### src/rtl/core/ppc32_integer_execute_unit_macros.svh
// ---------------------------------------------------------------------------
// Assertion macros for the integer execute unit.
// ---------------------------------------------------------------------------
`ifndef PPC32_INTEGER_EXECUTE_UNIT_MACROS_SVH
`define PPC32_INTEGER_EXECUTE_UNIT_MACROS_SVH

// Property that holds on every clock edge outside reset.
`define PIEU_ASSERT(label, prop, msg) \
    label: assert property (@(posedge aclk) disable iff (!aresetn) (prop)) else $error(msg);

// Property checked on the clock edge only.
`define PIEU_ASSERT_ALWAYS(label, prop, msg) \
    label: assert property (@(posedge aclk) (prop)) else $error(msg);

`endif

### src/rtl/core/pieu_pkg.sv
`timescale 1ns / 1ps
// ---------------------------------------------------------------------------
// pieu_pkg
// Operation codes and shared types of the integer execute unit.
// ---------------------------------------------------------------------------
package pieu_pkg;

    typedef enum logic [5:0] {
        OP_ADDI = 6'd0, OP_ADDIS = 6'd1, OP_ORI = 6'd2, OP_ORIS = 6'd3,
        OP_ANDI = 6'd4, OP_ANDIS = 6'd5, OP_XORI = 6'd6, OP_XORIS = 6'd7,
        OP_RLWNM = 6'd8, OP_RLWIMI = 6'd9, OP_RLWINM = 6'd10, OP_MULLI = 6'd11,
        OP_MULLW = 6'd12, OP_MULHW = 6'd13, OP_MULHWU = 6'd14, OP_NEG = 6'd15,
        OP_SUBF = 6'd16, OP_XOR = 6'd17, OP_OR = 6'd18, OP_ORC = 6'd19,
        OP_NOR = 6'd20, OP_NAND = 6'd21, OP_EQV = 6'd22, OP_AND = 6'd23,
        OP_ANDC = 6'd24, OP_SLW = 6'd25, OP_SRW = 6'd26, OP_ADD = 6'd27,
        OP_CMP = 6'd28, OP_CMPI = 6'd29, OP_CMPL = 6'd30, OP_CMPLI = 6'd31,
        OP_EXTSH = 6'd32, OP_EXTSB = 6'd33, OP_CNTLZW = 6'd34, OP_ADDIC = 6'd35,
        OP_ADDC = 6'd36, OP_ADDE = 6'd37, OP_ADDME = 6'd38, OP_ADDZE = 6'd39,
        OP_SUBFC = 6'd40, OP_SUBFE = 6'd41, OP_SUBFME = 6'd42, OP_SUBFZE = 6'd43,
        OP_SUBFIC = 6'd44
    } op_t;

    localparam logic [2:0] CC_LT = 3'd4;
    localparam logic [2:0] CC_GT = 3'd2;
    localparam logic [2:0] CC_EQ = 3'd1;

    // Kind of result that the last stage selects.
    typedef enum logic [1:0] {
        SEL_LOGIC = 2'd0,
        SEL_MUL_LO = 2'd1,
        SEL_MUL_HI = 2'd2
    } sel_t;

    typedef struct packed {
        logic       res_valid;
        logic       car_valid;
        logic       cmp_op;
        logic       rec;
        sel_t       sel;
    } ctl_t;

endpackage

### src/rtl/core/ppc32_integer_execute_unit.sv
`timescale 1ns / 1ps
// Throughput: one instruction per cycle unless stalled; the 33 by 33 multiplier
// sets the stage split (operand prep, multiply, result select and compare code).
// A stall holds every occupied stage; an empty stage still takes the item ahead.
// Reset (aresetn low, synchronous) clears all stage valid bits.
// ---------------------------------------------------------------------------
// ppc32_integer_execute_unit
// Three-stage PowerPC integer execute pipeline with stream handshakes.
// ---------------------------------------------------------------------------
module ppc32_integer_execute_unit
    import pieu_pkg::*;
(
    input  logic         aclk,
    input  logic         aresetn,
    input  logic         s_tvalid,
    output logic         s_tready,
    // op[5:0], a_value[37:6], b_value[69:38], s_value[101:70], ra_is_zero[102],
    // immediate[118:103], rotate amount[123:119], mask_begin[128:124],
    // mask_end[133:129], carry_in[134], record[135]
    input  logic [135:0] s_tdata,
    output logic         m_tvalid,
    input  logic         m_tready,
    // result[31:0], result_valid[32], carry_out[33], carry_valid[34],
    // compare_code[37:35], compare_valid[38], zero fill [39]
    output logic [39:0]  m_tdata
);

`include "ppc32_integer_execute_unit_macros.svh"

    logic [5:0]  op;
    logic [31:0] a_value, b_value, s_value;
    logic        ra_is_zero, carry_in, record;
    logic [15:0] immediate;
    logic [4:0]  rot_sh, mask_begin, mask_end;

    assign op           = s_tdata[5:0];
    assign a_value      = s_tdata[37:6];
    assign b_value      = s_tdata[69:38];
    assign s_value      = s_tdata[101:70];
    assign ra_is_zero   = s_tdata[102];
    assign immediate    = s_tdata[118:103];
    assign rot_sh       = s_tdata[123:119];
    assign mask_begin   = s_tdata[128:124];
    assign mask_end     = s_tdata[133:129];
    assign carry_in     = s_tdata[134];
    assign record       = s_tdata[135];

    logic v1_reg, v2_reg, v3_reg;
    logic adv1, adv2, adv3;
    assign adv3     = !v3_reg || m_tready;
    assign adv2     = !v2_reg || adv3;
    assign adv1     = !v1_reg || adv2;
    assign s_tready = adv1;

    // ---------------- stage 1: operand prep, logic, adder, rotate ----------
    logic [31:0] simm, ra0, rot, msk, lo_m, hi_m, logic_res;
    logic [32:0] sum, add_x, add_y;
    logic        add_c, cv, rv, rec, cmp_op, cmp_signed;
    logic [31:0] cmp_x, cmp_y;
    logic [4:0]  rot_n;
    logic [32:0] mul_x, mul_y;
    sel_t        sel;
    logic [5:0]  clz;

    always_comb begin
        simm = {{16{immediate[15]}}, immediate};
        ra0  = ra_is_zero ? 32'd0 : a_value;
        rot_n = (op == OP_RLWNM) ? b_value[4:0] : rot_sh;
        rot  = (s_value << rot_n) | (s_value >> (6'd32 - {1'b0, rot_n}));
        lo_m = 32'hFFFF_FFFF >> mask_begin;
        hi_m = ~(32'h7FFF_FFFF >> mask_end);
        msk  = (mask_begin <= mask_end) ? (lo_m & hi_m) : (lo_m | hi_m);
        clz  = 6'd32;
        for (int i = 0; i < 32; i++) begin
            if (s_value[i]) begin
                clz = 6'(31 - i);
            end
        end
        add_x = {1'b0, a_value};
        add_y = 33'd0;
        add_c = 1'b0;
        logic_res = 32'd0;
        cv = 1'b0; rv = 1'b1; rec = record; cmp_op = 1'b0; cmp_signed = 1'b1;
        cmp_x = a_value; cmp_y = b_value;
        sel = SEL_LOGIC;
        mul_x = {a_value[31], a_value};
        mul_y = {b_value[31], b_value};
        case (op)
            OP_ADDI:   begin logic_res = ra0 + simm; rec = 1'b0; end
            OP_ADDIS:  begin logic_res = ra0 + {immediate, 16'd0}; rec = 1'b0; end
            OP_ORI:    begin logic_res = s_value | {16'd0, immediate}; rec = 1'b0; end
            OP_ORIS:   begin logic_res = s_value | {immediate, 16'd0}; rec = 1'b0; end
            OP_ANDI:   begin logic_res = s_value & {16'd0, immediate}; rec = 1'b1; end
            OP_ANDIS:  begin logic_res = s_value & {immediate, 16'd0}; rec = 1'b1; end
            OP_XORI:   begin logic_res = s_value ^ {16'd0, immediate}; rec = 1'b0; end
            OP_XORIS:  begin logic_res = s_value ^ {immediate, 16'd0}; rec = 1'b0; end
            OP_RLWNM, OP_RLWINM: logic_res = rot & msk;
            OP_RLWIMI: logic_res = (rot & msk) | (a_value & ~msk);
            OP_MULLI:  begin sel = SEL_MUL_LO; mul_y = {simm[31], simm}; rec = 1'b0; end
            OP_MULLW:  sel = SEL_MUL_LO;
            OP_MULHW:  sel = SEL_MUL_HI;
            OP_MULHWU: begin
                sel = SEL_MUL_HI;
                mul_x = {1'b0, a_value};
                mul_y = {1'b0, b_value};
            end
            OP_NEG:    logic_res = 32'd0 - a_value;
            OP_SUBF:   logic_res = b_value - a_value;
            OP_XOR:    logic_res = s_value ^ b_value;
            OP_OR:     logic_res = s_value | b_value;
            OP_ORC:    logic_res = s_value | ~b_value;
            OP_NOR:    logic_res = ~(s_value | b_value);
            OP_NAND:   logic_res = ~(s_value & b_value);
            OP_EQV:    logic_res = ~(s_value ^ b_value);
            OP_AND:    logic_res = s_value & b_value;
            OP_ANDC:   logic_res = s_value & ~b_value;
            OP_SLW:    logic_res = b_value[5] ? 32'd0 : (s_value << b_value[4:0]);
            OP_SRW:    logic_res = b_value[5] ? 32'd0 : (s_value >> b_value[4:0]);
            OP_ADD:    logic_res = a_value + b_value;
            OP_CMP:    begin rv = 1'b0; rec = 1'b0; cmp_op = 1'b1; end
            OP_CMPI:   begin rv = 1'b0; rec = 1'b0; cmp_op = 1'b1; cmp_y = simm; end
            OP_CMPL:   begin rv = 1'b0; rec = 1'b0; cmp_op = 1'b1; cmp_signed = 1'b0; end
            OP_CMPLI:  begin
                rv = 1'b0; rec = 1'b0; cmp_op = 1'b1; cmp_signed = 1'b0;
                cmp_y = {16'd0, immediate};
            end
            OP_EXTSH:  logic_res = {{16{s_value[15]}}, s_value[15:0]};
            OP_EXTSB:  logic_res = {{24{s_value[7]}}, s_value[7:0]};
            OP_CNTLZW: logic_res = {26'd0, clz};
            OP_ADDIC:  begin cv = 1'b1; add_y = {1'b0, simm}; end
            OP_ADDC:   begin cv = 1'b1; add_y = {1'b0, b_value}; end
            OP_ADDE:   begin cv = 1'b1; add_y = {1'b0, b_value}; add_c = carry_in; end
            OP_ADDME:  begin cv = 1'b1; add_y = {1'b0, 32'hFFFF_FFFF}; add_c = carry_in; end
            OP_ADDZE:  begin cv = 1'b1; add_c = carry_in; end
            OP_SUBFC:  begin
                cv = 1'b1; add_x = {1'b0, ~a_value}; add_y = {1'b0, b_value}; add_c = 1'b1;
            end
            OP_SUBFE:  begin
                cv = 1'b1; add_x = {1'b0, ~a_value}; add_y = {1'b0, b_value};
                add_c = carry_in;
            end
            OP_SUBFME: begin
                cv = 1'b1; add_x = {1'b0, ~a_value}; add_y = {1'b0, 32'hFFFF_FFFF};
                add_c = carry_in;
            end
            OP_SUBFZE: begin cv = 1'b1; add_x = {1'b0, ~a_value}; add_c = carry_in; end
            OP_SUBFIC: begin
                cv = 1'b1; rec = 1'b0; add_x = {1'b0, ~a_value}; add_y = {1'b0, simm};
                add_c = 1'b1;
            end
            default:   begin rv = 1'b0; rec = 1'b0; end
        endcase
        sum = add_x + add_y + {32'd0, add_c};
    end

    ctl_t        ctl1_reg;
    logic [31:0] res1_reg;
    logic        co1_reg;
    logic [2:0]  cc1_reg;
    logic [32:0] mx1_reg, my1_reg;
    logic [2:0]  cc_next;

    always_comb begin
        if (cmp_signed ? ($signed(cmp_x) < $signed(cmp_y)) : (cmp_x < cmp_y)) begin
            cc_next = CC_LT;
        end else if (cmp_x == cmp_y) begin
            cc_next = CC_EQ;
        end else begin
            cc_next = CC_GT;
        end
    end

    always_ff @(posedge aclk) begin
        if (!aresetn) begin
            v1_reg <= 1'b0;
        end else if (adv1) begin
            v1_reg <= s_tvalid;
        end
        if (adv1) begin
            ctl1_reg <= '{res_valid: rv, car_valid: cv, cmp_op: cmp_op, rec: rec, sel: sel};
            res1_reg <= cv ? sum[31:0] : logic_res;
            co1_reg  <= cv & sum[32];
            cc1_reg  <= cc_next;
            mx1_reg  <= mul_x;
            my1_reg  <= mul_y;
        end
    end

    // ---------------- stage 2: multiply ------------------------------------
    ctl_t        ctl2_reg;
    logic [31:0] res2_reg;
    logic        co2_reg;
    logic [2:0]  cc2_reg;
    logic [65:0] prod2_reg;

    always_ff @(posedge aclk) begin
        if (!aresetn) begin
            v2_reg <= 1'b0;
        end else if (adv2) begin
            v2_reg <= v1_reg;
        end
        if (adv2) begin
            ctl2_reg  <= ctl1_reg;
            res2_reg  <= res1_reg;
            co2_reg   <= co1_reg;
            cc2_reg   <= cc1_reg;
            prod2_reg <= 66'($signed(mx1_reg) * $signed(my1_reg));
        end
    end

    // ---------------- stage 3: select and record compare -------------------
    logic [31:0] fin;
    logic [2:0]  fin_cc;
    logic        fin_ccv;

    always_comb begin
        case (ctl2_reg.sel)
            SEL_MUL_LO: fin = prod2_reg[31:0];
            SEL_MUL_HI: fin = prod2_reg[63:32];
            default:    fin = res2_reg;
        endcase
        fin_ccv = ctl2_reg.cmp_op | (ctl2_reg.res_valid & ctl2_reg.rec);
        if (ctl2_reg.cmp_op) begin
            fin_cc = cc2_reg;
        end else if (!fin_ccv) begin
            fin_cc = 3'd0;
        end else if (fin[31]) begin
            fin_cc = CC_LT;
        end else if (fin == 32'd0) begin
            fin_cc = CC_EQ;
        end else begin
            fin_cc = CC_GT;
        end
    end

    logic [38:0] out3_reg;

    always_ff @(posedge aclk) begin
        if (!aresetn) begin
            v3_reg <= 1'b0;
        end else if (adv3) begin
            v3_reg <= v2_reg;
        end
        if (adv3) begin
            out3_reg <= {fin_ccv, fin_cc, ctl2_reg.car_valid, co2_reg,
                         ctl2_reg.res_valid, ctl2_reg.res_valid ? fin : 32'd0};
        end
    end

    assign m_tvalid = v3_reg;
    assign m_tdata  = {1'b0, out3_reg};

    `PIEU_ASSERT(a_stall_hold, v3_reg && !m_tready |=> v3_reg && $stable(out3_reg),
                 "result changed while stalled")
    `PIEU_ASSERT(a_cmp_no_reg, m_tvalid |-> !(m_tdata[32] && m_tdata[38] &&
                 m_tdata[37:35] == 3'd0), "compare strobe without code")
    `PIEU_ASSERT_ALWAYS(a_reset_empty, !aresetn |=> !v1_reg && !v2_reg && !v3_reg,
                        "pipeline not empty after reset")

endmodule

### config.mk
export PLATFORM = sky130hd
export DESIGN_NAME = ppc32_integer_execute_unit
export DESIGN_NICKNAME = d
export VERILOG_FILES = /design/src/rtl/core/pieu_pkg.sv /design/src/rtl/core/ppc32_integer_execute_unit.sv
export VERILOG_INCLUDE_DIRS = /design/src /design/src/rtl/core
export SDC_FILE = /design/constraint.sdc
export NUM_CORES = 2
export LEC_CHECK = 0
export BUFFER_PORTS_ARGS = -buffer_cell sky130_fd_sc_hd__clkbuf_2
export CORE_MARGIN = 4
export CORE_UTILIZATION = 35
export CTS_BUF_LIST = sky130_fd_sc_hd__clkbuf_2
export CTS_CLUSTER_DIAMETER = 40
export DETAILED_ROUTE_END_ITERATION = 6
export GPL_TIMING_DRIVEN = 0
export PLACE_DENSITY_LB_ADDON = 0.25
export SKIP_CTS_REPAIR_TIMING = 1
export SLEW_MARGIN = 10
export SYNTH_ARGS = -nofsm -noshare
export SYNTH_HDL_FRONTEND = slang
export SYNTH_SLANG_ARGS = --single-unit
### constraint.sdc
create_clock -name aclk -period 20.4 [get_ports aclk]
set_input_delay 1.02 -clock aclk [delete_from_list [all_inputs] [get_ports aclk]]
set_output_delay 1.02 -clock aclk [all_outputs]
set_load 0.02 [all_outputs]
# Word level (Yosys, flattened, before mapping)
# Index checks and enable logic that the tools add are counted.
# classes
multipliers	1
div_mod_pow	0
n_lt_le_gt_ge	3
addsub	8
n_bitwise	27
n_mux	56
shifts	6
reduce_logical	23
n_eq_ne	47
# op_table
op	n
$pmux W32 S26	1
$not A32 Y32	7
$and A32 B32 Y32	6
$mux W32	6
$mux W6	32
$or A32 B32 Y32	6
$pmux W32 S2	2
$add A32 B32 Y32	3
$eq A6 B5 Y1 const B	16
$pmux W32 S3	1
$eq A6 B6 Y1 const B	13
$pmux W33 S2	1
$lt A32 B32 Y1	2
$mul A33 B33 Y64	1
$shl A32 B5 Y32	2
$xor A32 B32 Y32	2
$eq A6 B4 Y1 const B	8
$reduce_or A41 Y1	1
$add A33 B1 Y33	1
$add A33 B33 Y33	1
$and A32 B16 Y32	1
$eq A32 B32 Y1	1
$logic_not A32 Y1	1
$or A32 B16 Y32	1
other kinds (31)	55
# totals
word_cells	196
ram_bits	0
ff_bits	256
input_bits	140
memories	0
latchBits	0
out_inout_bits	42
mem_bits_ro	0

# Longest topological paths before layout
# depth
word_depth	34
depth_mapped	31
depth_no_buf	28

# Worst setup path after synthesis
# No wires, ideal clock.
# synth_timing
path_type	flip-flop to flip-flop
startpoint	register my1_reg[32]
endpoint	register prod2_reg[60] (data pin)
setup_time_ps	278
path_buffers	3
stages_incl_launch_ff	29
period_less_slack_ps	7644
path_slack_ps	12756
arrival_ps	7366
path_cell_list	edfxtp_1 > inv_1 > clkbuf_1 > buf_1 > nor2_1 > fa_1 > fa_1 > fa_1 > inv_1 > fa_1 > inv_1 > fa_1 > fa_1 > inv_1 > fa_1 > fa_1 > inv_1 > ha_1 > clkbuf_1 > a21o_1 > or3_1 > o221ai_1 > a21oi_1 > nor3_1 > o41ai_1 > o31ai_1 > nand2b_1 > o21ai_0 > o311ai_0
# synth_via
elab_chain_len	1
# synth_lines
item	line	text
from (decl)	ppc32_integer_execute_unit.sv:160	logic [32:0] mx1_reg, my1_reg;
from (signal assigned)	ppc32_integer_execute_unit.sv:185	my1_reg <= mul_y;
$mul A33 B33 Y64	ppc32_integer_execute_unit.sv:207	prod2_reg <= 66'($signed(mx1_reg) * $signed(my1_reg));
to (signal assigned)	ppc32_integer_execute_unit.sv:207	
to (decl)	ppc32_integer_execute_unit.sv:194	logic [65:0] prod2_reg;
# Every way passes these cells.
# A chain may end at the register's enable or synchronous reset.

# Worst setup path after layout
# layout_timing
startpoint	register my1_reg[0]
endpoint	register prod2_reg[58] (data pin)
# The elaborated chain is that of the path after synthesis.

==> flow_summary_export.csv <==
group,metric,value,unit
status,outcome,"finished, violations left",
status,violations,"max-capacitance violations",
finish,nets,10156,
timing,slew-limit-headroom,0.344,%
timing,fin_crit,11500,ps
logic_synthesis,synth_cells,8066,
finish,final_core_util,37.9,%
route,drt_met1_wl,141000,um
place,placedCellCount,10903,
finish,ratio_of_cells_with_drive_above_1_in_the_final_layout,5.71,%
route,detail_route.first_pass.iterations,6,
worst_setup_path,timing.critical_path.arrival,12060,ps
worst_setup_path,critPathKind,"register to register",
cts,clock-sinks,256,
cts,clk_transition_reported_paths,100,ps
cts,tritoncts,"done",
worst_setup_path,critical_path.max_fanout,10,
die,ios,182,
route,vias_per_cell,5.94,
logic_synthesis,syn-cell-area,69900,um2
route,wl_per_cell,33.9,um
global_routing,grt_overflow,0,
place,detailedPlacementHpwl,310000,um
logic_synthesis,synth_flop_cell,"sky130_fd_sc_hd__edfxtp_1",
worst_hold_path,hold_path.class,"input port to register",
finish,instances_no_fill,11039,
timing,worst_slew_pin_slew,1480,ps
global_routing,largest_net_degree_at_the_start_of_global_routing,58,
place,gp_congestion,1.11,
timing,min_period_over_period,56.3,%
logic_synthesis,post_synth_num_cell_types,99,
logic_synthesis,synth-async-reset-ratio,0,%
cts,cts.htree.levels,3,
route,detail_route.drc_violations,0,
route,detailroute.wirelength.met2,160000,um
logic_synthesis,synthesis.area_per_instance,8.66,um2
timing,fmaxAchievable,0.0870,GHz
worst_setup_path,path_common_cell,"sky130_fd_sc_hd__fa_1",
finish,largest_register_ffs,64,
global_routing,grt_pass1_vias,66463,
route,routed_wl,374000,um
die,row_count,163,
cts,clock_latency,1020,ps
logic_synthesis,total_of_flip_flops_plus_latches_after_synthesis,256,
logic_synthesis,syn-num-nets,9889,
global_routing,grt_pass1_wl,517000,um
worst_setup_path,critical-path-max-stage-delay,890,ps
timing,unrepaired_setup_endpoints_after_global_routing,"false",
finish,area_delta_synth_final,7.38,%
job,max-cap-violations,1,
die,dieArea,207000,um2
timing,postLayoutSetupSlackWorst,8900,ps
die,placeable_area,198000,um2
cts,cts.root.buffer_cell,"sky130_fd_sc_hd__clkbuf_2",
die,die_height,455,um
logic_synthesis,synth-edff-count,253,
route,top_signal_layer_used,"met5",
die,start_util,35.3,%
route,1st_iter_drt_viols,8246,
global_routing,grt_antenna_before_repair,42,
place,pre_cts_ws,8850,ps
timing,fin_worst_skew,159,ps
route,detailroute.wirelength.met3,35500,um
route,postRouteAntennaNets,0,
timing,maxSlewViolCount,0,
die,die_w,455,um
timing,totalNegativeSetupSlack,0,ps
worst_setup_path,timing.critical_path.to_type,"register",
timing,finalSetupViolations,0,
worst_setup_path,required,20970,ps
worst_setup_path,crit_path_start_kind,"register",
global_routing,grt_use_total,35.7,%
route,routed-via-count,65589,
timing,hold_violations,0,
logic_synthesis,yosys_warnings,0,
cts,cts_made_buffers,68,
worst_setup_path,cp_slowest_cell,"sky130_fd_sc_hd__nor3_1",
logic_synthesis,yosysSeqAreaShare,11.0,%
place,placement.io_buffers,180,
cts,cts_max_path_buffers,3,
## layer usage
metal  up-vias  track usage (%)
met1     33270             44.4
met3      1175             7.60
li1      26987                -
met5         -                0
met2      4141             53.9
met4        16             28.3
## kinds of logic (layout without fill, tap and decap cells)
family | after synthesis | count (layout) | synth area share, %
mux | 207 | 207 | 4.15
buf+inv | 1795 | 2106 | 9.76
xor+xnor | 271 | 271 | 3.41
flops | 256 | 256 | 11.0
other cells | 1 | 23 | 0.00537
fa+ha+maj | 1695 | 1695 | 42.5
simple gates | 2360 | 2360 | 15.4
compound gates | 1481 | 1481 | 13.9
## cell type report
type / instances / area, um2
Timing Repair Buffer: 197 / 1080
Antenna cell: 22 / 55.1
Sequential cell: 256 / 7660
Clock buffer: 96 / 480
Multi-Input combinational cell: 6015 / 55500
Tap cell: 2640 / 3300
Fill cell: 20514 / 123000
Inverter: 1281 / 4810
Buffer: 514 / 2010
Clock inverter: 18 / 141
## path summary, 6_finish.rpt
kind / startpoint / to / slack (ps) / cells past startpoint
worst min register to register: res1_reg[13] / res2_reg[13] / 350 / 0
worst max register to register: my1_reg[0] / prod2_reg[58] / 8900 / 25
worst min-delay path: s_tvalid / v1_reg / 250 / 3
worst max-delay path: my1_reg[0] / prod2_reg[58] / 8900 / 25
## Yosys cell counts (11+ instances only)
cell type	count	area, um2
sky130_fd_sc_hd__inv_1	1277	4790
sky130_fd_sc_hd__maj3_1	12	120
sky130_fd_sc_hd__o31ai_1	18	135
sky130_fd_sc_hd__fa_1	1130	22600
sky130_fd_sc_hd__o211ai_1	36	270
sky130_fd_sc_hd__and3_1	22	138
sky130_fd_sc_hd__nand3_1	98	490
sky130_fd_sc_hd__or3_1	35	219
sky130_fd_sc_hd__or4_1	11	82.6
sky130_fd_sc_hd__nand4_1	51	319
sky130_fd_sc_hd__buf_2	22	110
sky130_fd_sc_hd__a221oi_1	69	604
sky130_fd_sc_hd__a211o_1	19	166
sky130_fd_sc_hd__o2111ai_1	25	219
sky130_fd_sc_hd__a2111oi_0	33	289
sky130_fd_sc_hd__xor2_1	114	998
sky130_fd_sc_hd__mux2_2	22	248
sky130_fd_sc_hd__a211oi_1	59	443
sky130_fd_sc_hd__a31oi_1	44	275
sky130_fd_sc_hd__nor3b_1	12	90.1
sky130_fd_sc_hd__nor3_1	84	420
sky130_fd_sc_hd__a22oi_1	67	503
sky130_fd_sc_hd__nor4_1	20	125
sky130_fd_sc_hd__nor2b_1	87	544
sky130_fd_sc_hd__nand3b_1	11	82.6
sky130_fd_sc_hd__mux2i_1	121	1210
sky130_fd_sc_hd__ha_1	553	6920
sky130_fd_sc_hd__o22ai_1	55	344
sky130_fd_sc_hd__nand2_1	1146	4300
sky130_fd_sc_hd__buf_1	27	101
sky130_fd_sc_hd__a21o_1	140	1050
sky130_fd_sc_hd__xnor2_1	156	1370
sky130_fd_sc_hd__and2_1	276	1730
sky130_fd_sc_hd__clkbuf_1	455	1710
sky130_fd_sc_hd__edfxtp_1	253	7600
sky130_fd_sc_hd__o21a_1	34	255
sky130_fd_sc_hd__mux4_2	64	1440
sky130_fd_sc_hd__nand2b_1	47	294
sky130_fd_sc_hd__o21ai_0	283	1420
sky130_fd_sc_hd__o21bai_1	21	158
sky130_fd_sc_hd__a221o_1	36	360
sky130_fd_sc_hd__nor2_1	427	1600
sky130_fd_sc_hd__a21oi_1	415	2080
sky130_fd_sc_hd__o221ai_1	24	210
## critical path: cells and delay by family (launching register included)
family,cells,cell delay [ps]
simple gates,4,1480
xor+xnor,1,510
buf+inv,7,1730
fa+ha+maj,9,4830
flops,1,630
compound gates,4,1840
## placed cells by master (no fill, tap or decap), types with 67 or more instances in the layout
cell / synthesis / routed
sky130_fd_sc_hd__clkbuf_2: 1 / 279
sky130_fd_sc_hd__nand2_1: 1146 / 1145
sky130_fd_sc_hd__ha_1: 553 / 553
sky130_fd_sc_hd__a21oi_1: 415 / 415
sky130_fd_sc_hd__nand3_1: 98 / 97
sky130_fd_sc_hd__mux2i_1: 121 / 121
sky130_fd_sc_hd__clkbuf_1: 455 / 453
sky130_fd_sc_hd__a21o_1: 140 / 140
sky130_fd_sc_hd__nor3_1: 84 / 83
sky130_fd_sc_hd__and2_1: 276 / 276
sky130_fd_sc_hd__inv_1: 1277 / 1276
sky130_fd_sc_hd__fa_1: 1130 / 1129
sky130_fd_sc_hd__nor2b_1: 87 / 87
sky130_fd_sc_hd__nor2_1: 427 / 427
sky130_fd_sc_hd__a22oi_1: 67 / 67
sky130_fd_sc_hd__xnor2_1: 156 / 156
sky130_fd_sc_hd__edfxtp_1: 253 / 253
sky130_fd_sc_hd__xor2_1: 114 / 114
sky130_fd_sc_hd__o21ai_0: 283 / 280
sky130_fd_sc_hd__a221oi_1: 69 / 67
## through the flow
step / hold WS [ps] / area, um2
after CTS: 125 / 75000
after floorplan: 400 / 69900
after global placement: 401 / 74100
after global routing: 131 / 75000
after detailed placement: 407 / 74300
final: 254 / 75000
Power is not shown: default switching activity piles up to over one toggle a cycle in this logic, so the estimate is an artifact.
